File: config.mk
export PLATFORM = sky130hd
export DESIGN_NAME = c_subset_token_scanner_core
export DESIGN_NICKNAME = d
export VERILOG_FILES = /design/src/sv/cstk_pkg.sv /design/src/sv/cstk_scan.sv /design/src/sv/cstk_outq.sv /design/src/sv/c_subset_token_scanner_core.sv
export SDC_FILE = /design/constraint.sdc
export NUM_CORES = 1
export LEC_CHECK = 0
export ABC_AREA = 1
export BUFFER_PORTS_ARGS = -buffer_cell sky130_fd_sc_hd__buf_2
export CORE_ASPECT_RATIO = 0.7
export CORE_MARGIN = 4
export CORE_UTILIZATION = 48
export DETAILED_ROUTE_END_ITERATION = 8
export MAX_ROUTING_LAYER = met4
export PLACE_DENSITY = 0.67
export SYNTH_ARGS = -nofsm -noshare
export SYNTH_HDL_FRONTEND = slang
export SYNTH_SLANG_ARGS = --single-unit
File: constraint.sdc
create_clock -name clock -period 3.96 [get_ports clock]
set_input_delay 0.99 -clock clock [delete_from_list [all_inputs] [get_ports clock]]
set_output_delay 0.99 -clock clock [all_outputs]
set_load 0.1 [all_outputs]
File: src/sv/cstk_pkg.sv
`timescale 1ns / 1ps
package cstk_pkg;

   localparam int OFFSET_BITS_DEF      = 32;
   localparam int LENGTH_BITS_DEF      = 16;
   localparam int LINE_COLUMN_BITS_DEF = 16;

   localparam int KIND_W     = 4;
   localparam int DETAIL_W   = 5;
   localparam int KW_DEPTH   = 6;
   localparam int OUTQ_DEPTH = 4;

   typedef logic [KIND_W-1:0]   kind_type;
   typedef logic [DETAIL_W-1:0] detail_type;

   localparam kind_type KIND_END     = 4'd0;
   localparam kind_type KIND_IDENT   = 4'd1;
   localparam kind_type KIND_KEYWORD = 4'd2;
   localparam kind_type KIND_NUMBER  = 4'd3;
   localparam kind_type KIND_STRING  = 4'd4;
   localparam kind_type KIND_OPER    = 4'd5;
   localparam kind_type KIND_COLON   = 4'd6;
   localparam kind_type KIND_LPAREN  = 4'd7;
   localparam kind_type KIND_RPAREN  = 4'd8;
   localparam kind_type KIND_LBRACE  = 4'd9;
   localparam kind_type KIND_RBRACE  = 4'd10;
   localparam kind_type KIND_SEMI    = 4'd11;
   localparam kind_type KIND_COMMA   = 4'd12;
   localparam kind_type KIND_ERROR   = 4'd13;

   localparam detail_type DETAIL_NONE = 5'd0;
   localparam detail_type KW_VOID     = 5'd1;
   localparam detail_type KW_INT      = 5'd2;
   localparam detail_type KW_CHAR     = 5'd3;
   localparam detail_type KW_RETURN   = 5'd4;

   localparam detail_type OP_PLUS   = 5'd1;
   localparam detail_type OP_SUB    = 5'd2;
   localparam detail_type OP_STAR   = 5'd3;
   localparam detail_type OP_SLASH  = 5'd4;
   localparam detail_type OP_PCT    = 5'd5;
   localparam detail_type OP_SET    = 5'd6;
   localparam detail_type OP_NOT    = 5'd7;
   localparam detail_type OP_LT     = 5'd8;
   localparam detail_type OP_GT     = 5'd9;
   localparam detail_type OP_AND    = 5'd10;
   localparam detail_type OP_OR     = 5'd11;
   localparam detail_type OP_DOT    = 5'd12;
   localparam detail_type OP_INC    = 5'd13;
   localparam detail_type OP_DEC    = 5'd14;
   localparam detail_type OP_ADDEQ  = 5'd15;
   localparam detail_type OP_SUBEQ  = 5'd16;
   localparam detail_type OP_MULEQ  = 5'd17;
   localparam detail_type OP_DIVEQ  = 5'd18;
   localparam detail_type OP_MODEQ  = 5'd19;
   localparam detail_type OP_EQ     = 5'd20;
   localparam detail_type OP_NE     = 5'd21;
   localparam detail_type OP_LE     = 5'd22;
   localparam detail_type OP_GE     = 5'd23;
   localparam detail_type OP_SHL    = 5'd24;
   localparam detail_type OP_SHR    = 5'd25;
   localparam detail_type OP_LAND   = 5'd26;
   localparam detail_type OP_LOR    = 5'd27;

   typedef struct packed {
      logic first;
      logic second;
   } push_type;

   function automatic logic is_letter(logic [7:0] c);
      return (c >= "a" && c <= "z") || (c >= "A" && c <= "Z");
   endfunction

   function automatic logic is_digit(logic [7:0] c);
      return c >= "0" && c <= "9";
   endfunction

   function automatic detail_type single_op(logic [7:0] p);
      detail_type d;
      case (p)
         "+":     d = OP_PLUS;
         "-":     d = OP_SUB;
         "*":     d = OP_STAR;
         "/":     d = OP_SLASH;
         "%":     d = OP_PCT;
         "=":     d = OP_SET;
         "!":     d = OP_NOT;
         "<":     d = OP_LT;
         ">":     d = OP_GT;
         "&":     d = OP_AND;
         "|":     d = OP_OR;
         default: d = OP_DOT;
      endcase
      return d;
   endfunction

   function automatic logic is_op_start(logic [7:0] c);
      return c == "+" || c == "-" || c == "*" || c == "/" || c == "%" || c == "=" ||
             c == "!" || c == "<" || c == ">" || c == "&" || c == "|";
   endfunction

   function automatic detail_type pair_op(logic [7:0] p, logic [7:0] n);
      detail_type d;
      d = DETAIL_NONE;
      if (n == "=") begin
         case (p)
            "+":     d = OP_ADDEQ;
            "-":     d = OP_SUBEQ;
            "*":     d = OP_MULEQ;
            "/":     d = OP_DIVEQ;
            "%":     d = OP_MODEQ;
            "=":     d = OP_EQ;
            "!":     d = OP_NE;
            "<":     d = OP_LE;
            ">":     d = OP_GE;
            default: d = DETAIL_NONE;
         endcase
      end else if (n == p) begin
         case (p)
            "+":     d = OP_INC;
            "-":     d = OP_DEC;
            "<":     d = OP_SHL;
            ">":     d = OP_SHR;
            "&":     d = OP_LAND;
            "|":     d = OP_LOR;
            default: d = DETAIL_NONE;
         endcase
      end
      return d;
   endfunction

   function automatic kind_type punct_kind(logic [7:0] c);
      kind_type k;
      case (c)
         ".":     k = KIND_OPER;
         ":":     k = KIND_COLON;
         "(":     k = KIND_LPAREN;
         ")":     k = KIND_RPAREN;
         "{":     k = KIND_LBRACE;
         "}":     k = KIND_RBRACE;
         ";":     k = KIND_SEMI;
         ",":     k = KIND_COMMA;
         default: k = KIND_ERROR;
      endcase
      return k;
   endfunction

endpackage

File: src/sv/cstk_scan.sv
`timescale 1ns / 1ps
module cstk_scan #(
   parameter int OFFSET_BITS      = 32,
   parameter int LENGTH_BITS      = 16,
   parameter int LINE_COLUMN_BITS = 16,
   parameter int WORD_W           = 90
) (
   input  logic                clock,
   input  logic                reset,
   input  logic                req_tvalid,
   output logic                req_tready,
   input  logic [7:0]          req_tdata,
   input  logic                room,
   output cstk_pkg::push_type  push,
   output logic [WORD_W-1:0]   word_a,
   output logic [WORD_W-1:0]   word_b
);
   import cstk_pkg::*;

   localparam int OB       = OFFSET_BITS;
   localparam int LB       = LENGTH_BITS;
   localparam int CB       = LINE_COLUMN_BITS;
   localparam int TDATA_W  = WORD_W - KIND_W - 1;
   localparam int KW_IDX_W = $clog2(KW_DEPTH);

   localparam logic [2:0] MODE_IDLE   = 3'd0;
   localparam logic [2:0] MODE_IDENT  = 3'd1;
   localparam logic [2:0] MODE_NUMBER = 3'd2;
   localparam logic [2:0] MODE_STRING = 3'd3;
   localparam logic [2:0] MODE_OPER   = 3'd4;

   logic [7:0]                 byte_ff;
   logic                       vld_ff;
   logic                       take;

   logic [2:0]                 mode_ff, mode_in;
   logic [7:0]                 pend_ff, pend_in;
   logic [KW_DEPTH-1:0][7:0]   kw_ff, kw_in;
   logic [OB-1:0]              tsoff_ff, tsoff_in, off_ff, off_in;
   logic [CB-1:0]              tsline_ff, tsline_in, tscol_ff, tscol_in;
   logic [CB-1:0]              line_ff, line_in, col_ff, col_in;
   logic [LB-1:0]              run_ff, run_in;

   logic [7:0]                 c;
   logic                       c_letter, c_digit, c_word, c_ws, c_quote;
   logic [OB-1:0]              off_inc;
   logic [CB-1:0]              line_adv, col_adv;
   logic [LB-1:0]              run_inc;
   detail_type                 kw_code, pair_code;
   logic                       do_idle, do_adv;
   logic                       a_vld, b_vld;
   kind_type                   a_kind, b_kind;
   detail_type                 a_detail, b_detail;
   logic [LB-1:0]              a_len, b_len;
   logic [WORD_W-1:0]          pack_a, pack_b;

   assign take       = vld_ff && room;
   assign req_tready = !vld_ff || take;

   always_ff @(posedge clock) begin
      if (reset) begin
         vld_ff <= 1'b0;
      end else if (req_tvalid && req_tready) begin
         vld_ff <= 1'b1;
      end else if (take) begin
         vld_ff <= 1'b0;
      end
   end

   always_ff @(posedge clock) begin
      if (req_tvalid && req_tready) begin
         byte_ff <= req_tdata;
      end
   end

   assign c        = byte_ff;
   assign c_letter = is_letter(c);
   assign c_digit  = is_digit(c);
   assign c_word   = c_letter || c_digit || c == "_";
   assign c_ws     = c == " " || c == 8'h09 || c == 8'h0a;
   assign c_quote  = c == 8'h22 || c == 8'h27;
   assign off_inc  = off_ff + OB'(1);
   assign line_adv = (&line_ff) ? line_ff : line_ff + CB'(1);
   assign col_adv  = (&col_ff) ? col_ff : col_ff + CB'(1);
   assign run_inc  = (&run_ff) ? run_ff : run_ff + LB'(1);
   assign pair_code = pair_op(pend_ff, c);

   always_comb begin
      kw_code = DETAIL_NONE;
      if (run_ff == LB'(4) && kw_ff[0] == "v" && kw_ff[1] == "o" && kw_ff[2] == "i" &&
          kw_ff[3] == "d") begin
         kw_code = KW_VOID;
      end else if (run_ff == LB'(3) && kw_ff[0] == "i" && kw_ff[1] == "n" &&
                   kw_ff[2] == "t") begin
         kw_code = KW_INT;
      end else if (run_ff == LB'(4) && kw_ff[0] == "c" && kw_ff[1] == "h" &&
                   kw_ff[2] == "a" && kw_ff[3] == "r") begin
         kw_code = KW_CHAR;
      end else if (run_ff == LB'(6) && kw_ff[0] == "r" && kw_ff[1] == "e" &&
                   kw_ff[2] == "t" && kw_ff[3] == "u" && kw_ff[4] == "r" &&
                   kw_ff[5] == "n") begin
         kw_code = KW_RETURN;
      end
   end

   always_comb begin
      mode_in   = mode_ff;
      pend_in   = pend_ff;
      kw_in     = kw_ff;
      tsoff_in  = tsoff_ff;
      tsline_in = tsline_ff;
      tscol_in  = tscol_ff;
      off_in    = off_ff;
      line_in   = line_ff;
      col_in    = col_ff;
      run_in    = run_ff;
      do_idle   = 1'b0;
      do_adv    = 1'b0;
      a_vld     = 1'b0;
      a_kind    = KIND_END;
      a_detail  = DETAIL_NONE;
      a_len     = run_ff;
      b_vld     = 1'b0;
      b_kind    = KIND_END;
      b_detail  = DETAIL_NONE;
      b_len     = '0;

      unique case (mode_ff)
         MODE_IDENT: begin
            if (c_word) begin
               if (run_ff < LB'(KW_DEPTH)) begin
                  kw_in[run_ff[KW_IDX_W-1:0]] = c;
               end
               run_in = run_inc;
               do_adv = 1'b1;
            end else begin
               a_vld    = 1'b1;
               a_kind   = (kw_code != DETAIL_NONE) ? KIND_KEYWORD : KIND_IDENT;
               a_detail = kw_code;
               mode_in  = MODE_IDLE;
               do_idle  = 1'b1;
            end
         end
         MODE_NUMBER: begin
            if (c_digit) begin
               run_in = run_inc;
               do_adv = 1'b1;
            end else begin
               a_vld   = 1'b1;
               a_kind  = c_letter ? KIND_ERROR : KIND_NUMBER;
               mode_in = MODE_IDLE;
               do_idle = 1'b1;
            end
         end
         MODE_STRING: begin
            if (c == 8'h22) begin
               a_vld   = 1'b1;
               a_kind  = KIND_STRING;
               mode_in = MODE_IDLE;
               do_adv  = 1'b1;
            end else if (c != 8'h00) begin
               run_in = run_inc;
               do_adv = 1'b1;
            end else begin
               a_vld   = 1'b1;
               a_kind  = KIND_STRING;
               mode_in = MODE_IDLE;
               do_idle = 1'b1;
            end
         end
         MODE_OPER: begin
            mode_in = MODE_IDLE;
            a_vld   = 1'b1;
            a_kind  = KIND_OPER;
            if (pair_code != DETAIL_NONE) begin
               a_detail = pair_code;
               a_len    = LB'(2);
               do_adv   = 1'b1;
            end else begin
               a_detail = single_op(pend_ff);
               a_len    = LB'(1);
               do_idle  = 1'b1;
            end
         end
         default: begin
            mode_in = MODE_IDLE;
            do_idle = 1'b1;
         end
      endcase

      if (do_idle) begin
         if (c == 8'h00) begin
            b_vld     = 1'b1;
            b_kind    = KIND_END;
            mode_in   = MODE_IDLE;
            pend_in   = '0;
            kw_in     = '0;
            tsoff_in  = '0;
            tsline_in = CB'(1);
            tscol_in  = CB'(1);
            off_in    = '0;
            line_in   = CB'(1);
            col_in    = CB'(1);
            run_in    = '0;
         end else begin
            do_adv = 1'b1;
            if (c_ws) begin
               // whitespace only moves the position
            end else if (c_letter || c == "_") begin
               tsoff_in  = off_ff;
               tsline_in = line_ff;
               tscol_in  = col_ff;
               kw_in     = '0;
               kw_in[0]  = c;
               run_in    = LB'(1);
               mode_in   = MODE_IDENT;
            end else if (c_digit) begin
               tsoff_in  = off_ff;
               tsline_in = line_ff;
               tscol_in  = col_ff;
               run_in    = LB'(1);
               mode_in   = MODE_NUMBER;
            end else if (c_quote) begin
               tsoff_in  = off_inc;
               tsline_in = line_ff;
               tscol_in  = col_ff;
               run_in    = '0;
               mode_in   = MODE_STRING;
            end else if (is_op_start(c)) begin
               tsoff_in  = off_ff;
               tsline_in = line_ff;
               tscol_in  = col_ff;
               pend_in   = c;
               mode_in   = MODE_OPER;
            end else begin
               b_vld    = 1'b1;
               b_kind   = punct_kind(c);
               b_detail = (b_kind == KIND_OPER) ? OP_DOT : DETAIL_NONE;
               b_len    = LB'(1);
            end
         end
      end

      if (do_adv) begin
         off_in = off_inc;
         if (c == 8'h0a) begin
            line_in = line_adv;
            col_in  = CB'(1);
         end else begin
            col_in = col_adv;
         end
      end
   end

   always_ff @(posedge clock) begin
      if (reset) begin
         mode_ff   <= MODE_IDLE;
         pend_ff   <= '0;
         kw_ff     <= '0;
         tsoff_ff  <= '0;
         tsline_ff <= CB'(1);
         tscol_ff  <= CB'(1);
         off_ff    <= '0;
         line_ff   <= CB'(1);
         col_ff    <= CB'(1);
         run_ff    <= '0;
      end else if (take) begin
         mode_ff   <= mode_in;
         pend_ff   <= pend_in;
         kw_ff     <= kw_in;
         tsoff_ff  <= tsoff_in;
         tsline_ff <= tsline_in;
         tscol_ff  <= tscol_in;
         off_ff    <= off_in;
         line_ff   <= line_in;
         col_ff    <= col_in;
         run_ff    <= run_in;
      end
   end

   // word layout: {last, kind, tdata}; tdata = {pad, col, line, len, offset, detail}
   assign pack_a = {!b_vld, a_kind,
                    TDATA_W'({tscol_ff, tsline_ff, a_len, tsoff_ff, a_detail})};
   assign pack_b = {1'b1, b_kind,
                    TDATA_W'({col_ff, line_ff, b_len, off_ff, b_detail})};

   assign push.first  = take && (a_vld || b_vld);
   assign push.second = take && a_vld && b_vld;
   assign word_a      = a_vld ? pack_a : pack_b;
   assign word_b      = pack_b;

endmodule

File: src/sv/cstk_outq.sv
`timescale 1ns / 1ps
module cstk_outq #(
   parameter int WIDTH = 90
) (
   input  logic                clock,
   input  logic                reset,
   input  cstk_pkg::push_type  push,
   input  logic [WIDTH-1:0]    din_a,
   input  logic [WIDTH-1:0]    din_b,
   output logic                room,
   output logic                dout_valid,
   input  logic                dout_ready,
   output logic [WIDTH-1:0]    dout
);
   import cstk_pkg::*;

   localparam int PTR_W = $clog2(OUTQ_DEPTH);
   localparam int CNT_W = $clog2(OUTQ_DEPTH + 1);

   logic [WIDTH-1:0] mem_ff [OUTQ_DEPTH];
   logic [PTR_W-1:0] wr_ff, wr_in, rd_ff, rd_in, wr_next;
   logic [CNT_W-1:0] count_ff, count_in;
   logic             pop;

   assign pop        = dout_valid && dout_ready;
   assign dout_valid = count_ff != '0;
   assign dout       = mem_ff[rd_ff];
   assign room       = count_ff <= CNT_W'(OUTQ_DEPTH - 2);
   assign wr_next    = wr_ff + PTR_W'(1);
   assign wr_in      = wr_ff + PTR_W'(push.first) + PTR_W'(push.second);
   assign rd_in      = rd_ff + PTR_W'(pop);
   assign count_in   = count_ff + CNT_W'(push.first) + CNT_W'(push.second) - CNT_W'(pop);

   always_ff @(posedge clock) begin
      if (reset) begin
         wr_ff    <= '0;
         rd_ff    <= '0;
         count_ff <= '0;
      end else begin
         wr_ff    <= wr_in;
         rd_ff    <= rd_in;
         count_ff <= count_in;
      end
   end

   always_ff @(posedge clock) begin
      if (push.first) begin
         mem_ff[wr_ff] <= din_a;
      end
      if (push.second) begin
         mem_ff[wr_next] <= din_b;
      end
   end

endmodule

File: src/sv/c_subset_token_scanner_core.sv
`timescale 1ns / 1ps
// Token scanner for a small C subset.
// req_*: one source byte per word; byte zero ends the source, emits the end
//   token and returns the scanner to its reset state for the next source.
// rsp_*: one token per word. tuser is the token kind, tdata carries detail,
//   start offset, length, line and column, tlast marks the final token that
//   one source byte produced (a byte yields zero, one or two tokens).
// Path: a byte's handshake loads the input register; the scan logic then
//   writes its tokens into the output queue, from which the receiver takes them.
// Throughput: one byte per cycle while the queue has room and each byte
//   makes at most one token; a byte's two tokens enter together but leave
//   one by one through the single read port of the four-word output queue.
// Stall: req_tready stays high while the output queue has room for two
//   words; a stalled receiver fills the queue and then holds off the sender,
//   and no token is dropped or repeated.
// Reset: synchronous, active high; clears scanner position (line 1,
//   column 1, offset 0), mode and the output queue.
module c_subset_token_scanner_core #(
   parameter int OFFSET_BITS      = cstk_pkg::OFFSET_BITS_DEF,
   parameter int LENGTH_BITS      = cstk_pkg::LENGTH_BITS_DEF,
   parameter int LINE_COLUMN_BITS = cstk_pkg::LINE_COLUMN_BITS_DEF
) (
   input  logic                            clock,
   input  logic                            reset,
   input  logic                            req_tvalid,
   output logic                            req_tready,
   input  logic [7:0]                      req_tdata,  // char_byte
   output logic                            rsp_tvalid,
   input  logic                            rsp_tready,
   // token_detail, start_offset, lexeme_length, start_line, start_column, zero pad
   output logic [((cstk_pkg::DETAIL_W + OFFSET_BITS + LENGTH_BITS
                   + 2 * LINE_COLUMN_BITS + 7) / 8) * 8 - 1:0] rsp_tdata,
   output logic [cstk_pkg::KIND_W-1:0]     rsp_tuser,  // token_kind
   output logic                            rsp_tlast   // last_of_run
);
   import cstk_pkg::*;

   localparam int TDATA_W = ((DETAIL_W + OFFSET_BITS + LENGTH_BITS
                              + 2 * LINE_COLUMN_BITS + 7) / 8) * 8;
   localparam int WORD_W  = TDATA_W + KIND_W + 1;

   push_type          push;
   logic              room;
   logic [WORD_W-1:0] word_a, word_b, word_out;

   cstk_scan #(
      .OFFSET_BITS      (OFFSET_BITS),
      .LENGTH_BITS      (LENGTH_BITS),
      .LINE_COLUMN_BITS (LINE_COLUMN_BITS),
      .WORD_W           (WORD_W)
   ) u_scan (
      .clock      (clock),
      .reset      (reset),
      .req_tvalid (req_tvalid),
      .req_tready (req_tready),
      .req_tdata  (req_tdata),
      .room       (room),
      .push       (push),
      .word_a     (word_a),
      .word_b     (word_b)
   );

   cstk_outq #(
      .WIDTH (WORD_W)
   ) u_outq (
      .clock      (clock),
      .reset      (reset),
      .push       (push),
      .din_a      (word_a),
      .din_b      (word_b),
      .room       (room),
      .dout_valid (rsp_tvalid),
      .dout_ready (rsp_tready),
      .dout       (word_out)
   );

   assign rsp_tdata = word_out[TDATA_W-1:0];
   assign rsp_tuser = word_out[TDATA_W +: KIND_W];
   assign rsp_tlast = word_out[WORD_W-1];

endmodule

; Word level (Yosys, flattened, before mapping)
; Memory sizes are Yosys's and may differ from the RTL's. A register that Yosys moved wholly into a read port is not among the register bits.
; Cells that the tools add are included.
[totals]
register_bits = 219
latch_bits = 0
ram_bits = 372
romBits = 0
inputBits = 12
out_inout_bits = 95
word_cells = 328
memories = 1
[classes]
addsub = 11
mul = 0
n_div = 0
n_lt_le_gt_ge = 10
eq_ne = 67
n_shift = 0
muxes = 153
bitwise = 0
n_reduce_logical = 66
[mem_list]
columns = name, depth, width, read_ports, rd_clocked_by_memory_dff, write_ports, line
row1 = u_outq.mem_ff, 4, 93, 1, 1, 2, cstk_outq.sv:20  ; logic [WIDTH-1:0] mem_ff [OUTQ_DEPTH];
[op_table]
columns = cell, count
row1 = $mux W16, 40
row2 = $mux W48, 7
row3 = $mux W32, 9
row4 = $eq A8 B6 Y1 const B, 29
row5 = $eq A8 B7 Y1 const B, 21
row6 = $mux W93, 1
row7 = $mux W4, 19
row8 = $mux W5, 14
row9 = $mux W8, 7
row10 = $add A16 B1 Y16 const B, 3
row11 = $bwmux W48, 1
row12 = $pmux W16 S3, 1
row13 = $reduce_and A16 Y1, 3
row14 = $pmux W5 S9, 1
row15 = $pmux W4 S11, 1
row16 = $mux W3, 13
row17 = $add A32 B1 Y32 const B, 1
row18 = $eq A16 B3 Y1 const B, 2
row19 = $pmux W4 S8, 1
row20 = $pmux W5 S6, 1
row21 = $logic_and A1 B1 Y1, 27
row22 = $mux W1, 27
row23 = $demux W8 S3, 1
row24 = $logic_or A1 B1 Y1, 19
row25 = other kinds (37), 58

; Depth between registers and ports, before layout
; Gate-level depths: netlist of the first run.
[depth]
ltp_word = 28
ltp_mapped = 21

; Cells and area by module
; A second synthesis of the first run with hierarchy kept.
[unflattened]
cells_unflattened = 5677
area_unflattened_um2 = 37736.2
[modules_own_cells]
columns = module, n_inst, cells_per_inst, area_per_inst_um2, seq_area_each_um2
row1 = cstk_outq, 1, 2765, 21419.3, 11310.8
row2 = cstk_scan, 1, 2912, 16316.9, 4324.1

; Least setup slack after synthesis of the first run
; Ideal clock, no wire load.
[synth_timing]
path_kind = flip-flop to flip-flop
from = register u_scan.byte_ff[6]
to = memory u_outq.mem_ff[3][10] (netlist name) (enable)
arrival_ps = 3566
required_time_ps = 3529
path_slack_ps = -37
stages_incl_launch_ff = 17
synth_period_minus_slack_ps = 3997
path_cell_list = edfxtp_1 > buf_4 > nor2_4 > nand2_2 > nor2_4 > nor2_1 > nand3_1 > nand2_1 > nor2_4 > nand3_2 > nand2_4 > nand2_4 > nand2_8 > nand3_4 > buf_6 > buf_4 > nand2_1
[synth_rtl]
columns = item, line
row1 = from (decl), cstk_scan.sv:32  ; logic [7:0] byte_ff;
row2 = from (signal assigned), cstk_scan.sv:72  ; byte_ff <= req_tdata;
row3 = to (decl), cstk_outq.sv:20

==> impl_metrics.tcl, run 1 <==
set metrics [dict create \
    crit_path_max_fanout 72 \
    fin_crit_ns 3.90 \
    drtIter0Drc 3178 \
    yosys.area.top_type "edfxtp_1" \
    pre_cts_ws_ns 0.361 \
    hold_path.class "reg2reg" \
    insertion_delay_ns 0.66 \
    wl_per_cell_um 19.0 \
    endpoint_kind "output pin" \
    numPortBuffers 103 \
    cellInternalPower_mw 12.3 \
    ys_seq_elements 579 \
    reg2reg_slack_ns 0.31 \
    grt_busiest_layer "met2" \
    slew_viol_final 0 \
    setup_tns_ns 0 \
    root_buffer "clkbuf_16" \
    cts_hold_buf 0 \
    antenna_found_initial 0 \
    ys_warn_count 0 \
    cts-htree-levels 2 \
    areaGrowthSynthToFinish_pct 10.7 \
    rsz0062_at_grt "no" \
    cts_tree "yes" \
    cts.sinks 579 \
    grt_overflow 0 \
    start_util_pct 48.7 \
    synth_edf_count 292 \
    dieArea_um2 70300 \
    power.leakage_nw 13.7 \
    coreArea_um2 65100 \
    max_cap_violations 0 \
    met3_usage_pct 5.60 \
    rows 78 \
    cp-start-kind "flop" \
    drt-total-wl_mm 98.9 \
    fin_crit_sh_pct 98.4 \
    fin_nets 4286 \
    grt_pass1_vias 26500 \
    synth-async-reset-ratio_pct 0 \
    synth_cell_types 53 \
    tightestPinTransition_ns 1.05 \
    synth-main-ff-cell "edfxtp_1" \
    io_pins 107 \
    arrival_ns 2.91 \
    postSynthCellCount 4339 \
    drt-pass1-iter-count 8 \
    synthesis.area_um2 31700 \
    synth.top_cells.by_count "nand2_1 (1134), inv_1 (430), o21ai_0 (373)" \
    die_h_um 223 \
    cp.required_ns 2.97 \
    gr-usage-met2_pct 40.6 \
    final_layout_size_suffix_gt1_share_pct 8.72 \
    antenna_left 0 \
    netlist.area_leader.share_pct 27.6 \
    grtUsageTotal_pct 28.0 \
    status "complete, no violations" \
    vdd_ir_drop_max_mv 1.30 \
    cts_buffers 58 \
    diodes 0 \
    power_density_nw_per_um2 678 \
    dp_hpwl_mm 60.8 \
    pwr-share-clk_pct 24.1 \
    clock_path_buffers 3 \
    fmax_ghz 0.257 \
    seq_area_frac_synth_pct 45.8 \
    grt_pass1_wl_mm 153 \
    path_cells "inv_2, buf_12, o21ai_0, o22ai_1, buf_2" \
    seqPwrFrac_pct 31.0 \
    cpMaxStageDelayCell "dfxtp_4" \
    setup_ws_ns 0.0626 \
    clk_pin_slew_ns 0.06 \
    gp_congestion 0.959 \
    grt_max_degree 152 \
    cp_slowest_stage_delay_ns 0.60 \
    synth_area_leaders "edfxtp_1 (28%), dfxtp_1 (18%), nand2_1 (13%), o21ai_0 (5.9%), inv_1 (5.1%)" \
    grt_util_met1_pct 40.1 \
    hold_viol 0 \
    finClkSkew_ns 0.0496 \
    worstSetupPathType "reg2out" \
    power_frac_comb_pct 44.9 \
    yosysMostFrequentCell "nand2_1" \
    setup_viol_count_final 0 \
    power_mw 23.8 \
    power_switching_mw 11.5 \
    via_per_inst 5.64 \
    drc 0 \
    vias 29300 \
    synth_area_per_cell_um2 7.31 \
    die_w_um 315 \
    sw_frac_of_total_pct 48.2 \
    relSlewSlack_pct 29.7 \
]
-- cell families (layout without fill, tap and decap cells) --
group                      after synthesis  after routing  share of synthesized area, %
AOI/OAI and AO/OA                      992            992                          16.7
xor gates and xnor gates                46             46                          1.27
adders and majority gates               11             11                         0.505
buffers and inverters                  785            756                          10.2
DFF                                    579            579                          45.8
other                                    1              3                        0.0118
and+or+nand+nor                       1925           1925                          25.5
-- metal layers --
metal | vias to the layer above | wire length [µm]
met5 | - | 0
met4 | 0 | 2280
met3 | 163 | 9670
met2 | 1325 | 42500
met1 | 13600 | 44500
li1 | 14200 | -
-- worst paths after layout --
path	from	to	depth (start not counted)
worst max-delay path	u_outq.rd_ff[1]$_SDFF_PP0_	rsp_tdata[4]	5
worst min-delay path	u_outq.mem_ff[2][92]$_SDFFE_PP1P_	u_outq.mem_ff[2][92]$_SDFFE_PP1P_	2
worst max register to register	u_scan.byte_ff[2]$_DFFE_PP_	u_outq.count_ff[2]$_SDFF_PP0_	19
worst min register to register	u_outq.mem_ff[2][92]$_SDFFE_PP1P_	u_outq.mem_ff[2][92]$_SDFFE_PP1P_	2
-- through the flow --
step                std cells  utilization (%)  hold slack [ns]  cell area (µm²)
floorplan                4341                -            0.424            31700
detailed placement       5082             50.9            0.442            33100
finish                   5192             53.9            0.456            35100
CTS                      5191             53.9            0.458            35100
global placement         5082             50.9            0.436            33100
global route             5192             53.9            0.471            35100
-- area by class of cell --
type	count	area, µm²
timing repair buffer	188	1780
tap	880	1100
inverter	459	1730
clock buffer	78	1630
fill	6146	30000
multi-input combinational	2977	14000
sequential	579	14500
clock inverter	31	333
-- layout by cell type, fill, tap and decap left out, types with 4 or more instances in the layout --
cell type	count
buf_4	62
clkbuf_1	11
xnor2_1	4
clkinv_2	14
nand2_2	5
nor2_2	8
dfxtp_1	285
inv_2	30
nand4_1	71
clkinvlp_4	5
nand3b_1	5
nor2_4	7
clkbuf_8	8
a21oi_1	198
nand2_4	6
nand2_1	1130
nor2_1	368
edfxtp_1	292
o21ai_0	373
nor3_1	49
buf_12	45
xor2_1	42
ha_1	8
buf_2	78
o211ai_1	49
o22ai_1	94
o21ai_1	241
nand3_2	11
or2_2	12
bufinv_16	5
inv_1	427
nand3_1	225
nand3_4	4
a31oi_1	10
nor4_1	15
a211oi_1	11
clkbuf_16	59
-- what timing repair did --
item | 4_1_cts | 5_1_grt
endpoints found under the setup margin | 0 | 12
gates resized for setup | 0 | 6
buffers inserted | 0 | 1
-- state kept, by name, indices dropped and copies added (netlist names) --
name / flops
u_outq.count_ff: 3
u_scan.pend_ff: 8
u_scan.mode_ff: 3
u_scan.tsline_ff: 16
u_scan.tsoff_ff: 32
u_scan.line_ff: 16
u_outq.rd_ff: 2
u_scan.off_ff: 32
u_scan.vld_ff: 1
u_outq.wr_ff: 2
u_outq.mem_ff: 360
u_scan.tscol_ff: 16
u_scan.kw_ff: 48
u_scan.run_ff: 16
u_scan.col_ff: 16
u_scan.byte_ff: 8
-- worst max-delay path, delay by kind of cell, from the launching register on --
family / cells / cell delay, ns
buffers and inverters: 3 / 1.09
DFF: 1 / 0.60
AOI/OAI and AO/OA: 2 / 0.55
-- power groups by stage --
stage	Clock, mW	Combinational [mW]	Sequential [mW]
final	5.74	10.7	7.39
after global routing	6.04	11.3	7.44
after CTS	5.79	10.6	7.39
after detailed placement	0	10.5	7.52
after global placement	0	10.5	7.51
after floorplan	0	8.06	7.20
Note: power is estimated with default switching activity, not from simulation.
==> run 2: changes to the inputs <==
--- a/config.mk
+++ b/config.mk
@@ -5,7 +5,6 @@
 export SDC_FILE = /design/constraint.sdc
 export NUM_CORES = 1
 export LEC_CHECK = 0
-export ABC_AREA = 1
 export BUFFER_PORTS_ARGS = -buffer_cell sky130_fd_sc_hd__buf_2
 export CORE_ASPECT_RATIO = 0.7
 export CORE_MARGIN = 4
==> impl_metrics.tcl, run 2 <==
set metrics [dict create \
    gp_congestion 0.940 \
    synth-async-reset-ratio_pct 0 \
    tightestPinTransition_ns 1.42 \
    antenna_found_initial 1 \
    ys_seq_elements 579 \
    cts.sinks 579 \
    crit_path_max_fanout 4 \
    synth.top_cells.by_count "edfxtp_1 (292), dfxtp_1 (287), a22o_1 (254)" \
    yosysMostFrequentCell "edfxtp_1" \
    fin_crit_sh_pct 92.3 \
    drt-pass1-iter-count 6 \
    power_density_nw_per_um2 570 \
    synth_fa_ha_area_share_pct 0.562 \
    dieArea_um2 63400 \
    arrival_ns 4.13 \
    drtIter0Drc 3005 \
    grt_max_degree 66 \
    synth_cell_types 84 \
    grt_pass1_wl_mm 129 \
    synth_area_leaders "edfxtp_1 (31%), dfxtp_1 (20%), a22o_1 (7.8%), mux4_2 (7.1%), nand2_1 (2.7%)" \
    cts_buffers 56 \
    status "complete, no violations" \
    final_layout_size_suffix_gt1_share_pct 17.1 \
    reg.largest.list "u_outq.mem_ff x360, u_scan.kw_ff x48" \
    vdd_ir_drop_max_mv 0.801 \
    setup_viol_count_final 0 \
    largest_reg_flops 360 \
    antenna_left 0 \
    power.leakage_nw 10.3 \
    fin_nets 2610 \
    die_w_um 299 \
    wl_per_cell_um 24.5 \
    cts_hold_buf 0 \
    clock_path_buffers 3 \
    cp.required_ns 4.43 \
    grtUsageTotal_pct 26.7 \
    fmax_ghz 0.273 \
    power_mw 18.1 \
    start_util_pct 48.7 \
    vias 22500 \
    numPortBuffers 103 \
    synthSimpleGateAreaFrac_pct 13.1 \
    synth_edf_count 292 \
    rows 74 \
    drt-total-wl_mm 84.0 \
    cts_setup_buffers 0 \
    synth-main-ff-cell "edfxtp_1" \
    final_common_cell "edfxtp_1" \
    drc 0 \
    cts-htree-levels 2 \
    fin_crit_ns 3.66 \
    rsz0062_at_grt "no" \
    root_buffer "clkbuf_16" \
    largest-register "u_outq.mem_ff" \
    fill_cells 5013 \
    areaGrowthSynthToFinish_pct 11.6 \
    hold_viol 0 \
    dp_hpwl_mm 52.1 \
    yosys.area.top_type "edfxtp_1" \
    ctsResizeCount 0 \
    relSlewSlack_pct 4.29 \
    via_per_inst 6.55 \
    die_h_um 212 \
    clk_pin_slew_ns 0.06 \
    finClkSkew_ns 0.0277 \
    hold_path.class "reg2reg" \
    synth_area_per_cell_um2 10.9 \
    seq_area_frac_synth_pct 51.0 \
    synth.area.mux_share_pct 9.58 \
    ys_warn_count 0 \
    grt_overflow 0 \
    synth-xor-area-share_pct 1.32 \
    diodes 0 \
    synth_compound_area_share_pct 19.5 \
    synthesis.area_um2 28500 \
    synth_top_family_by_area "compound AO/OA/AOI/OAI gates" \
    postSynthCellCount 2615 \
    netlist.area_leader.share_pct 30.8 \
    cp-start-kind "flop" \
    cts_tree "yes" \
    grt_pass1_vias 21300 \
    max_cap_violations 0 \
    slew_viol_final 0 \
    insertion_delay_ns 0.62 \
    final_cell_mix "edfxtp_1 (292), dfxtp_1 (285), a22o_1 (254)" \
    coreArea_um2 58500 \
    setup_tns_ns 0 \
    endpoint_kind "flop" \
    worstSetupPathType "reg2reg" \
    io_pins 107 \
]
run 2: cell count changes after synthesis, moves of 65 or more:
cell,delta
o21ai_1,-231
nand2_1,-930
o21ai_0,-273
mux4_2,+90
nand3_1,-132
nor2_1,-240
a22o_1,+254
inv_1,-368
a21oi_1,-78
o22ai_1,-65
run 2: layout make-up:
| type | instances | area, µm² | share of cell area, % |
|---|---|---|---|
| inverter | 63 | 248 | 0.779 |
| tap | 798 | 998 | 3.14 |
| multi-input combinational | 1694 | 12700 | 39.9 |
| clock buffer | 77 | 1600 | 5.02 |
| timing repair buffer | 193 | 1460 | 4.58 |
| sequential | 579 | 14500 | 45.7 |
| clock inverter | 28 | 288 | 0.905 |
run 2: worst max-delay path, stage by stage, from the launching register on:
cell	delay, ns
edfxtp_1	0.42
or2_2	0.40
o41ai_4	0.28
nor2_2	0.08
or4_1	0.60
nor2_1	0.16
nand3_1	0.17
ha_1	0.32
inv_1	0.05
fa_1	0.41
fa_1	0.41
xor2_1	0.16
nor2_1	0.05
run 2: per-layer routing:
metal	share of wire [%]	vias to the layer above	routed length, µm	GRT usage (%)
met4	1.8	0	1480	5.77
met5	0	-	0	-
met1	44	11100	36600	38.9
li1	-	10000	-	-
met2	45	1218	37600	39.7
met3	9.9	134	8350	4.22
run 2: logic make-up (layout without fill, tap and decap cells):
| group | Yosys count | in the layout |
|---|---|---|
| flops | 579 | 579 |
| buf+inv | 344 | 361 |
| fa+ha+maj | 11 | 11 |
| other cells | 1 | 3 |
| xor+xnor | 43 | 43 |
| simple gates | 726 | 726 |
| compound gates | 754 | 754 |
| mux | 157 | 157 |
run 2: worst paths after layout:
kind	start	to	slack, ns	cells past startpoint
worst max register to register	u_scan.byte_ff[0]$_DFFE_PP_	u_outq.count_ff[2]$_SDFF_PP0_	0.30	12
worst max-delay path	u_scan.byte_ff[0]$_DFFE_PP_	u_outq.count_ff[2]$_SDFF_PP0_	0.30	12
worst min register to register	u_scan.kw_ff[23]$_SDFFE_PP0P_	u_scan.kw_ff[23]$_SDFFE_PP0P_	0.43	2
worst min-delay path	u_scan.kw_ff[23]$_SDFFE_PP0P_	u_scan.kw_ff[23]$_SDFFE_PP0P_	0.43	2
run 2: per-stage QoR:
step	hold WS, ns	utilization (%)	std cells	setup WS [ns]	cell area, µm²
6_report	0.434	54.3	3432	0.303	31800
5_1_grt	0.449	54.3	3432	0.0466	31800
4_1_cts	0.433	54.3	3432	0.263	31800
3_5_place_dp	0.423	51.1	3327	0.298	29900
3_3_place_gp	0.410	51.1	3327	0.300	29900
2_1_floorplan	0.403	-	2617	0.0454	28500
run 2: power breakdown:
group          total, mW  internal [mW]  leakage [nW]  switching, mW
Combinational       5.77           1.30          4.59           4.46
Sequential          6.87           6.61          4.79          0.263
Clock               5.47           3.10         0.923           2.38
